==> src/hdl/cbd_pkg.sv <==
// Shared types, codes and constants for the chunked body decoder.
package cbd_pkg;

    localparam int SIZE_W          = 31;
    localparam int CNT_W           = 4;
    localparam int QUEUE_DEPTH_DEF = 4;

    localparam logic [7:0]       CHR_CR         = 8'h0D;
    localparam logic [7:0]       CHR_LF         = 8'h0A;
    localparam logic [CNT_W-1:0] MAX_DIGITS_RST = 4'd8;
    localparam logic [CNT_W-1:0] MAX_DIGITS_LO  = 4'd1;
    localparam logic [CNT_W-1:0] MAX_DIGITS_HI  = 4'd8;

    typedef logic [1:0] t_err;
    localparam t_err ERR_NONE = 2'd0;
    localparam t_err ERR_SIZE = 2'd1;
    localparam t_err ERR_TERM = 2'd2;

    typedef enum logic [5:0] {
        PH_SIZE    = 6'b000001,
        PH_SIZE_LF = 6'b000010,
        PH_DATA    = 6'b000100,
        PH_TERM_CR = 6'b001000,
        PH_TERM_LF = 6'b010000,
        PH_DONE    = 6'b100000
    } t_phase;

    typedef struct packed {
        logic [7:0] body_byte;
        logic       new_body;
    } t_in_item;

    typedef struct packed {
        logic [7:0] data_byte;
        logic       data_valid;
        logic       done_res;
        t_err       error_code;
    } t_out_item;

    // Classified byte as it travels from the front to the back
    typedef struct packed {
        logic [7:0] raw;
        logic       new_body;
        logic       is_hex;
        logic [3:0] hex_val;
        logic       is_cr;
        logic       is_lf;
    } t_cls;

    // Clamp the digit limit register to its meaningful range
    function automatic logic [CNT_W-1:0] digit_limit(input logic [CNT_W-1:0] cfg);
        logic [CNT_W-1:0] lim;
        begin
            lim = cfg;
            if (cfg < MAX_DIGITS_LO) lim = MAX_DIGITS_LO;
            if (cfg > MAX_DIGITS_HI) lim = MAX_DIGITS_HI;
            return lim;
        end
    endfunction

endpackage

==> src/hdl/cbd_front.sv <==
// Front end: takes input bytes and classifies them for the queue.
module cbd_front (
    input  logic            i_in_valid,
    input  cbd_pkg::t_in_item i_in_item,
    input  logic            i_q_full,
    output logic            o_in_stall,
    output logic            o_push,
    output cbd_pkg::t_cls   o_cls
);
    import cbd_pkg::*;

    function automatic t_cls classify(input logic [7:0] b, input logic nb);
        t_cls c;
        begin
            c          = '0;
            c.raw      = b;
            c.new_body = nb;
            c.is_cr    = (b == CHR_CR);
            c.is_lf    = (b == CHR_LF);
            case (b) inside
                [8'h30:8'h39]: begin
                    c.is_hex  = 1'b1;
                    c.hex_val = b[3:0];
                end
                [8'h41:8'h46], [8'h61:8'h66]: begin
                    c.is_hex  = 1'b1;
                    c.hex_val = b[3:0] + 4'd9;
                end
                default: begin
                    c.is_hex  = 1'b0;
                end
            endcase
            return c;
        end
    endfunction

    assign o_in_stall = i_q_full;
    assign o_push     = i_in_valid && !i_q_full;
    assign o_cls      = classify(i_in_item.body_byte, i_in_item.new_body);

endmodule

==> src/hdl/cbd_queue.sv <==
// Short queue of classified bytes between front and back.
module cbd_queue #(
    parameter int DEPTH = cbd_pkg::QUEUE_DEPTH_DEF
) (
    input  logic          i_clk,
    input  logic          i_rst_n,
    input  logic          i_push,
    input  cbd_pkg::t_cls i_data,
    input  logic          i_pop,
    output cbd_pkg::t_cls o_data,
    output logic          o_full,
    output logic          o_empty
);
    import cbd_pkg::*;

    localparam int PTR_W = (DEPTH > 1) ? $clog2(DEPTH) : 1;
    localparam int QCNT_W = $clog2(DEPTH + 1);

    t_cls              r_mem [DEPTH];
    logic [PTR_W-1:0]  r_wr_ptr, n_wr_ptr;
    logic [PTR_W-1:0]  r_rd_ptr, n_rd_ptr;
    logic [QCNT_W-1:0] r_count, n_count;

    function automatic logic [PTR_W-1:0] ptr_inc(input logic [PTR_W-1:0] p);
        begin
            if (p == PTR_W'(DEPTH - 1)) return '0;
            return p + PTR_W'(1);
        end
    endfunction

    assign o_full  = (r_count == QCNT_W'(DEPTH));
    assign o_empty = (r_count == '0);
    assign o_data  = r_mem[r_rd_ptr];

    always_comb begin
        n_wr_ptr = i_push ? ptr_inc(r_wr_ptr) : r_wr_ptr;
        n_rd_ptr = i_pop  ? ptr_inc(r_rd_ptr) : r_rd_ptr;
        n_count  = r_count;
        if (i_push && !i_pop) n_count = r_count + QCNT_W'(1);
        if (!i_push && i_pop) n_count = r_count - QCNT_W'(1);
    end

    always_ff @(posedge i_clk) begin
        if (i_push) begin
            r_mem[r_wr_ptr] <= i_data;
        end
    end

    always_ff @(posedge i_clk) begin
        if (!i_rst_n) begin
            r_wr_ptr <= '0;
            r_rd_ptr <= '0;
            r_count  <= '0;
        end else begin
            r_wr_ptr <= n_wr_ptr;
            r_rd_ptr <= n_rd_ptr;
            r_count  <= n_count;
        end
    end

endmodule

==> src/hdl/cbd_back.sv <==
// Back end: chunk framing state machine and output register.
module cbd_back (
    input  logic                      i_clk,
    input  logic                      i_rst_n,
    input  logic [cbd_pkg::CNT_W-1:0] i_max_digits,
    input  cbd_pkg::t_cls             i_cls,
    input  logic                      i_q_empty,
    output logic                      o_pop,
    output logic                      o_out_valid,
    output cbd_pkg::t_out_item        o_out_item,
    input  logic                      i_out_stall
);
    import cbd_pkg::*;

    t_phase            r_phase, n_phase, c_phase;
    logic [SIZE_W-1:0] r_acc, n_acc, c_acc;
    logic [CNT_W-1:0]  r_cnt, n_cnt, c_cnt;
    logic [SIZE_W-1:0] r_left, n_left, c_left;
    logic              r_last, n_last, c_last;
    t_err              r_err, n_err, c_err;
    logic              r_out_valid;
    t_out_item         r_out_item, n_out_item;
    logic              dvalid;
    logic [CNT_W-1:0]  lim;

    assign lim   = digit_limit(i_max_digits);
    // Advance when the output register is free or being emptied this cycle
    assign o_pop = !i_q_empty && (!r_out_valid || !i_out_stall);

    always_comb begin
        // new_body clears the body state before the byte is handled
        c_phase = i_cls.new_body ? PH_SIZE  : r_phase;
        c_acc   = i_cls.new_body ? '0       : r_acc;
        c_cnt   = i_cls.new_body ? '0       : r_cnt;
        c_left  = i_cls.new_body ? '0       : r_left;
        c_last  = i_cls.new_body ? 1'b0     : r_last;
        c_err   = i_cls.new_body ? ERR_NONE : r_err;

        n_phase = c_phase;
        n_acc   = c_acc;
        n_cnt   = c_cnt;
        n_left  = c_left;
        n_last  = c_last;
        n_err   = c_err;
        dvalid  = 1'b0;

        if (c_err == ERR_NONE) begin
            case (c_phase)
                PH_SIZE: begin
                    if (i_cls.is_hex) begin
                        // shifting in one more nibble overflows when the top nibble is set
                        if (c_cnt >= lim || c_acc[SIZE_W-1 -: 4] != 4'd0) begin
                            n_err = ERR_SIZE;
                        end else begin
                            n_acc = {c_acc[SIZE_W-5:0], i_cls.hex_val};
                            n_cnt = c_cnt + CNT_W'(1);
                        end
                    end else if (i_cls.is_cr && c_cnt != '0) begin
                        n_phase = PH_SIZE_LF;
                    end else begin
                        n_err = ERR_SIZE;
                    end
                end
                PH_SIZE_LF: begin
                    if (!i_cls.is_lf) begin
                        n_err = ERR_SIZE;
                    end else if (c_acc == '0) begin
                        n_last  = 1'b1;
                        n_phase = PH_TERM_CR;
                    end else begin
                        n_left  = c_acc;
                        n_phase = PH_DATA;
                    end
                end
                PH_DATA: begin
                    dvalid = 1'b1;
                    n_left = c_left - SIZE_W'(1);
                    if (c_left == SIZE_W'(1)) n_phase = PH_TERM_CR;
                end
                PH_TERM_CR: begin
                    if (i_cls.is_cr) n_phase = PH_TERM_LF;
                    else n_err = ERR_TERM;
                end
                PH_TERM_LF: begin
                    if (!i_cls.is_lf) begin
                        n_err = ERR_TERM;
                    end else if (c_last) begin
                        n_phase = PH_DONE;
                    end else begin
                        n_acc   = '0;
                        n_cnt   = '0;
                        n_phase = PH_SIZE;
                    end
                end
                default: begin
                end
            endcase
        end

        n_out_item.data_byte  = dvalid ? i_cls.raw : 8'h00;
        n_out_item.data_valid = dvalid;
        n_out_item.done_res   = (n_phase == PH_DONE);
        n_out_item.error_code = n_err;
    end

    always_ff @(posedge i_clk) begin
        if (o_pop) begin
            r_out_item <= n_out_item;
        end
    end

    always_ff @(posedge i_clk) begin
        if (!i_rst_n) begin
            r_phase     <= PH_SIZE;
            r_acc       <= '0;
            r_cnt       <= '0;
            r_left      <= '0;
            r_last      <= 1'b0;
            r_err       <= ERR_NONE;
            r_out_valid <= 1'b0;
        end else begin
            if (o_pop) begin
                r_phase <= n_phase;
                r_acc   <= n_acc;
                r_cnt   <= n_cnt;
                r_left  <= n_left;
                r_last  <= n_last;
                r_err   <= n_err;
            end
            // hold the result until its transfer completes
            if (o_pop) r_out_valid <= 1'b1;
            else if (!i_out_stall) r_out_valid <= 1'b0;
        end
    end

    assign o_out_valid = r_out_valid;
    assign o_out_item  = r_out_item;

endmodule

==> src/hdl/chunked_body_decoder.sv <==
// Top level of the chunked body decoder: front, queue, back and config register.
// Decodes an HTTP chunked body one byte per transfer and returns one result per
// byte, in order. One byte is taken every clock while the output side keeps up:
// the back end's framing state machine updates once per cycle whenever it pops a
// queued byte, and a byte passes through the queue and then the output register
// on its way to its result. The queue holds QUEUE_DEPTH classified bytes; with
// bytes flowing one per clock, the input takes QUEUE_DEPTH - 1 more bytes after
// the output stalls before it stalls too.
// Write max_size_digits only while the decoder is idle; it resets to 8.
module chunked_body_decoder #(
    parameter int QUEUE_DEPTH = cbd_pkg::QUEUE_DEPTH_DEF
) (
    input  logic                      i_clk,
    input  logic                      i_rst_n,
    input  logic                      i_cfg_we,
    input  logic [cbd_pkg::CNT_W-1:0] i_cfg_data,
    input  logic                      i_in_valid,
    output logic                      o_in_stall,
    input  cbd_pkg::t_in_item         i_in_item,
    output logic                      o_out_valid,
    input  logic                      i_out_stall,
    output cbd_pkg::t_out_item        o_out_item
);
    import cbd_pkg::*;

    logic [CNT_W-1:0] r_max_digits;
    logic             push, pop, q_full, q_empty;
    t_cls             front_cls, q_cls;

    always_ff @(posedge i_clk) begin
        if (!i_rst_n) begin
            r_max_digits <= MAX_DIGITS_RST;
        end else if (i_cfg_we) begin
            r_max_digits <= i_cfg_data;
        end
    end

    cbd_front u_front (
        .i_in_valid (i_in_valid),
        .i_in_item  (i_in_item),
        .i_q_full   (q_full),
        .o_in_stall (o_in_stall),
        .o_push     (push),
        .o_cls      (front_cls)
    );

    cbd_queue #(
        .DEPTH (QUEUE_DEPTH)
    ) u_queue (
        .i_clk   (i_clk),
        .i_rst_n (i_rst_n),
        .i_push  (push),
        .i_data  (front_cls),
        .i_pop   (pop),
        .o_data  (q_cls),
        .o_full  (q_full),
        .o_empty (q_empty)
    );

    cbd_back u_back (
        .i_clk        (i_clk),
        .i_rst_n      (i_rst_n),
        .i_max_digits (r_max_digits),
        .i_cls        (q_cls),
        .i_q_empty    (q_empty),
        .o_pop        (pop),
        .o_out_valid  (o_out_valid),
        .o_out_item   (o_out_item),
        .i_out_stall  (i_out_stall)
    );

    // Payload is only ever passed out while the body is neither failed nor finished
    a_data_clean: assert property (@(posedge i_clk) disable iff (!i_rst_n)
        (o_out_valid && o_out_item.data_valid) |->
            (o_out_item.error_code == ERR_NONE && !o_out_item.done_res))
        else $error("data byte passed out with error or done set");

    // A finished body never reports an error
    a_done_no_err: assert property (@(posedge i_clk) disable iff (!i_rst_n)
        (o_out_valid && o_out_item.done_res) |-> (o_out_item.error_code == ERR_NONE))
        else $error("done and error reported together");

    // No result appears in the cycle after reset
    a_reset_quiet: assert property (@(posedge i_clk)
        !i_rst_n |=> !o_out_valid)
        else $error("result valid straight after reset");

    // Popping needs a queued byte
    a_pop_nonempty: assert property (@(posedge i_clk) disable iff (!i_rst_n)
        pop |-> !q_empty)
        else $error("pop from empty queue");

endmodule

==> config.mk <==
export PLATFORM = sky130hd
export DESIGN_NAME = chunked_body_decoder
export DESIGN_NICKNAME = d
export VERILOG_FILES = /design/src/hdl/cbd_pkg.sv /design/src/hdl/cbd_front.sv /design/src/hdl/cbd_queue.sv /design/src/hdl/cbd_back.sv /design/src/hdl/chunked_body_decoder.sv
export SDC_FILE = /design/constraint.sdc
export NUM_CORES = 1
export LEC_CHECK = 0
export ABC_CLOCK_PERIOD_IN_PS = 3900
export BUFFER_PORTS_ARGS = -buffer_cell sky130_fd_sc_hd__buf_2
export CORE_MARGIN = 8
export CORE_UTILIZATION = 61
export DETAILED_ROUTE_END_ITERATION = 16
export PLACE_DENSITY = 0.76
export SETUP_SLACK_MARGIN = 0.4
export SLEW_MARGIN = 25
export SYNTH_ARGS = -nofsm -noshare
export SYNTH_HDL_FRONTEND = slang
export SYNTH_SLANG_ARGS = --single-unit
==> constraint.sdc <==
create_clock -name i_clk -period 3.9 [get_ports i_clk]
set_input_delay 0.195 -clock i_clk [delete_from_list [all_inputs] [get_ports i_clk]]
set_output_delay 0.195 -clock i_clk [all_outputs]
set_load 0.03 [all_outputs]
Yosys cells after proc, flatten, opt, wreduce, memory -nomap -nowiden
Memories as Yosys holds them, arrays and structs flattened. A register that Yosys moved wholly into a read port is not among the register bits. Index checks and enable logic that the tools add are counted.

Memories: 1. Input bits: 18. Logic and storage cells: 134. Flip-flop bits (word level): 99. RAM bits: 64. Output and inout bits: 14.

Reductions and logical operators: 23. $add $sub $neg: 7. Magnitude comparators: 9. Muxes and demuxes: 66. Eq/ne operators: 13.

Memory list: u_queue.r_mem (depth 4, width 16, rd ports 1, clocked after memory_dff 1, write ports 1, line cbd_queue.sv:19) `t_cls r_mem [DEPTH];`.

Operators by type and width (number): 31-bit two-way mux (10); 31-bit case mux with 2 select lines (2); 6-bit two-way mux (9); 4-bit two-way mux (11); 31-bit by 1-bit equality test with 1-bit output, second input constant (1); 31-bit zero test (1); 31-bit by 1-bit subtractor with 31-bit output, second input constant (1); 6-bit case mux with 5 select lines (1); 2-bit two-way mux (14); 8-bit by 4-bit equality test with 1-bit output, second input constant (2); 8-bit by 7-bit greater-or-equal comparator with 1-bit output, second input constant (2); 8-bit by 7-bit <= comparator with 1-bit output, second input constant (2); 1-bit two-way mux (15); 8-bit by 6-bit greater-or-equal comparator with 1-bit output, second input constant (1); 8-bit by 6-bit <= comparator with 1-bit output, second input constant (1); 1-bit logical AND (8); 2-bit case mux with 4 select lines (1); 4-bit case mux with 2 select lines (1); 4-bit nonzero test (2); 6-bit by 1-bit equality test with 1-bit output, second input constant (1); 6-bit by 2-bit equality test with 1-bit output, second input constant (1); 6-bit by 3-bit equality test with 1-bit output, second input constant (1); 6-bit by 4-bit equality test with 1-bit output, second input constant (1); 6-bit by 5-bit equality test with 1-bit output, second input constant (1); 19 further kinds (28).

Longest topological paths before layout
Depth in word-level cells: 9. Gate-level depth with buffers: 15. Mapped depth without buffers: 11.

Hierarchy
From an unflattened synthesis, not the netlist that was laid out.

Cells, all modules: 799. Area, all modules: 8281.7 um^2.

By module, submodules not included: cbd_back (cells each 616, area each 5011.1 um^2, seq. area each 1881.8 um^2, times used 1); cbd_queue (cells each 131, area each 2810.2 um^2, seq. area each 2102.0 um^2, times used 1); cbd_front (cells each 39, area each 312.8 um^2, seq. area each 0.0 um^2, times used 1); chunked_body_decoder (cells each 13, area each 147.6 um^2, seq. area each 80.1 um^2, times used 1).

Worst setup path before layout
Ideal clock, no wire load.

Path kind: register -> register. Start: register with a tool-made name. End: register u_back.r_left[18]. Path buffers: 5. Slack: 0.596 ns. Setup time: 0.125 ns. Clock period less this slack: 3.304 ns. Stages on the path, launching flop included: 15. Arrival time: 3.179 ns. Required time: 3.775 ns. Cells stage by stage: dfxtp_1 buf_6 mux4_2 buf_2 buf_1 clkbuf_1 buf_2 nor2b_1 inv_1 ha_1 nand2_1 or3_1 o311a_1 o311ai_1 nand2_1.

RTL lines: end signal: assignment (line cbd_back.sv:126) `r_left <= n_left;`; end: declaration (line cbd_back.sv:18) `logic [SIZE_W-1:0] r_left, n_left, c_left;`.

==> key figures <==
Run status
  • Status: completed

Global routing
  • Global Route Usage Sum: 26.86%
  • Grt total ovfl: 0
  • Vias in the first global route: 6983
  • Initial antenna violation count: 0
  • First-pass GRT wire length: 37.79 mm
  • Largest net degree at the start of global routing: 54

Layout
  • Final nets: 916
  • Footprint of the multi-input gates: 4101 um2
  • P&R area growth vs syn: 11.05%
  • Register Area: 4064 um2
  • Post-layout util: 68.47%
  • Fillers: 1090
  • Layout cells sized above 1: 13.12%
  • Ant diodes: 0
  • Commonest non-fill, non-tap cells in the layout: nand2_1 (89), dfxtp_1 (89), edfxtp_1 (76), nor2_1 (71), a21oi_1 (67)

Min path
  • Hold Path Depth: 3
  • HP Class: in -> reg

Placed design
  • PortBufs: 31
  • Dpl hpwl: 16.46 mm
  • Final GP Congestion: 0.9922

Drt
  • Final WL: 24.02 mm
  • WL/cell: 22.40 um
  • DR iter-0 viols: 937
  • Drt drc: 0
  • 1st-pass router iterations: 6
  • Routed vias/inst: 6.861
  • Via count: 7355
  • Post-DRT Antenna Nets: 0

Setup path
  • Worst path slowest cell: or4_1
  • Crit path required time: 4.19 ns
  • R2R depth: 6
  • CP Max Fanout: 24
  • Critical path capture point type: flip-flop
  • Slowest stage delay, CP: 0.93 ns
  • Crit path cell chain: mux4_2, or4_1, nor2_2, nor3_1, a221oi_1, a21oi_1
  • Worst R2R Setup Slack: 0.56 ns
  • Crit path DAT: 3.63 ns
  • Crit start category: flip-flop
  • WS Path Type: reg -> reg

Die
  • Die Y: 133.8 um
  • Die area: 17890 um2
  • Starting Density: 61.66%
  • Row count: 43
  • Ports: 32
  • Die width: 133.8 um
  • Core area: 13720 um2

Clocking
  • H-tree level count: 4
  • TritonCTS Sinks: 165
  • Clock-pin slew on the worst setup and hold paths: 0.07 ns
  • Clock Path Buffers: 2
  • Setup Buffers After CTS: 0
  • CTS tree: built
  • Clock Latency Late Sink: 0.44 ns
  • CTS Buf Count: 17
  • Clock root cell: clkbuf_16

Synthesis
  • Synth Area per Inst: 9.836 um2
  • Cell Area, Synth: 8459 um2
  • EDFF count, synth: 76
  • Yosys cell types: 77
  • Mapped Nets: 897
  • Fraction of registers with async set/reset: 0%
  • Number of synthesized register bits: 165
  • Ys flop type: dfxtp_1
  • Syn Inst Count: 860
  • Yosys warnings: 0
  • Post-synthesis sequential area ratio: 48.04%

Power and ir drop
  • Clock network power share: 22.2%
  • Tot Pwr: 7.552 mW
  • PD cells: 804.0 nW/um2
  • Sw power: 3.419 mW
  • Comb pwr share: 45.7%
  • Leak pwr: 3.473 nW
  • Switching share of power: 45.27%
  • VDD IR-drop max: 0.0004796 V
  • Sequential power share: 32.1%
  • Cell-internal power: 4.133 mW

STA
  • Setup TNS: 0 ns
  • Post-route clock period utilization: 85.70%
  • Skew final: 0.01312 ns
  • Count of final setup violators: 0
  • Fin. max-slew vios: 0
  • Clock period minus worst slack: 3.342 ns
  • Worst Max-Slew Pin Slew: 0.8581 ns
  • FMAX: 299.2 MHz
  • Fin. Hold Viols: 0
  • Worst relative slew slack: 42.35%
  • Hold WS: 0.02419 ns
  • RSZ-0062 raised after global routing: false

Flow run
  • Number of max-cap violations: 0
==> Yosys cell counts (all sizes together), types with 9 or more instances <==
library cell	number	area, um2
dfxtp	89	1782
nand2	89	334.1
edfxtp	76	2282
nor2	73	279.0
a21oi	67	335.3
o21ai	60	300.3
buf	27	131.4
clkbuf	25	93.84
a22oi	24	180.2
inv	22	82.58
nor3	21	105.1
nor4	20	143.9
ha	18	225.2
mux2i	18	180.2
nand3	18	95.09
o22ai	17	106.4
mux4	16	360.4
and2	15	93.84
a22o	12	105.1
a31oi	11	68.82
a32o	10	100.1
xor2	10	87.58
o211ai	9	72.57
==> cells by family after synthesis <==
group                      share of synthesized area (%)
AOI/OAI and AO/OA                                  20.01
xor gates and xnor gates                           1.553
adders and majority gates                          2.899
buffers and inverters                              3.638
DFF                                                48.04
muxes                                              6.656
and+or+nand+nor                                    17.20
==> critical path, delay by kind of cell, from the launching register on <==
| kind | cells | cell delay (ns) |
|---|---|---|
| mux | 1 | 0.78 |
| compound gates | 2 | 0.37 |
| simple gates | 3 | 1.65 |
| flops | 1 | 0.38 |
==> final timing paths <==
path / startpoint / end
worst max-delay path: flip-flop / u_back.r_left[10]
worst min-delay path: i_cfg_data[0] / r_max_digits[0]
worst max register to register: flip-flop / u_back.r_left[10]
worst min register to register: u_back.o_out_valid / u_back.o_out_valid
==> per-layer routing <==
layer  up-vias  wire (um)  global-route usage [%]
met1      3552       9243                   31.38
li1       3290          -                       -
met3       108       1929                   6.137
met5         -          0                       0
met4         0       1319                   16.59
met2       405      11520                   44.09
==> metrics by stage <==
step	worst slack, ns	instance area (um2)	cells
after global placement	0.6977	8742	1036
after global routing	0.4082	9394	1072
after detailed placement	0.5702	8742	1036
after floorplan	0.5962	8459	860
final	0.5578	9394	1072
after CTS	0.5255	9380	1072
==> sequential cells by signal, summed over array words and instances (netlist names), 3 cells and up, named ones only <==
signal	flops
u_queue.r_mem	64
u_back.r_left	31
u_back.o_out_item	12
u_back.r_cnt	4
r_max_digits	4
u_back.r_acc	31
u_back.r_phase	6
u_queue.r_count	3
==> area by class of cell <==
class | count | share of cell area, %
clock buffer | 17 | 4.529
clock inverter | 15 | 1.838
inverter | 22 | 0.8791
multi-input combinational | 621 | 43.66
sequential | 165 | 43.26
tap | 180 | 2.397
timing repair buffer | 52 | 3.436
==> timing repair <==
action	CTS	global route
endpoints found under the hold margin	7	0
setup endpoints to repair	0	11
resized for setup	0	2
hold buffers	4	0
==> power by group through the flow <==
stage,sequential [mW],clock [mW],combinational [mW]
after detailed placement,2.45,0,3.32
final,2.43,1.68,3.45
after global placement,2.43,0,3.26
after CTS,2.42,1.70,3.35
after global routing,2.46,1.76,3.71
after floorplan,2.46,0,2.35
No activity file was read; power rests on OpenSTA's default activity.
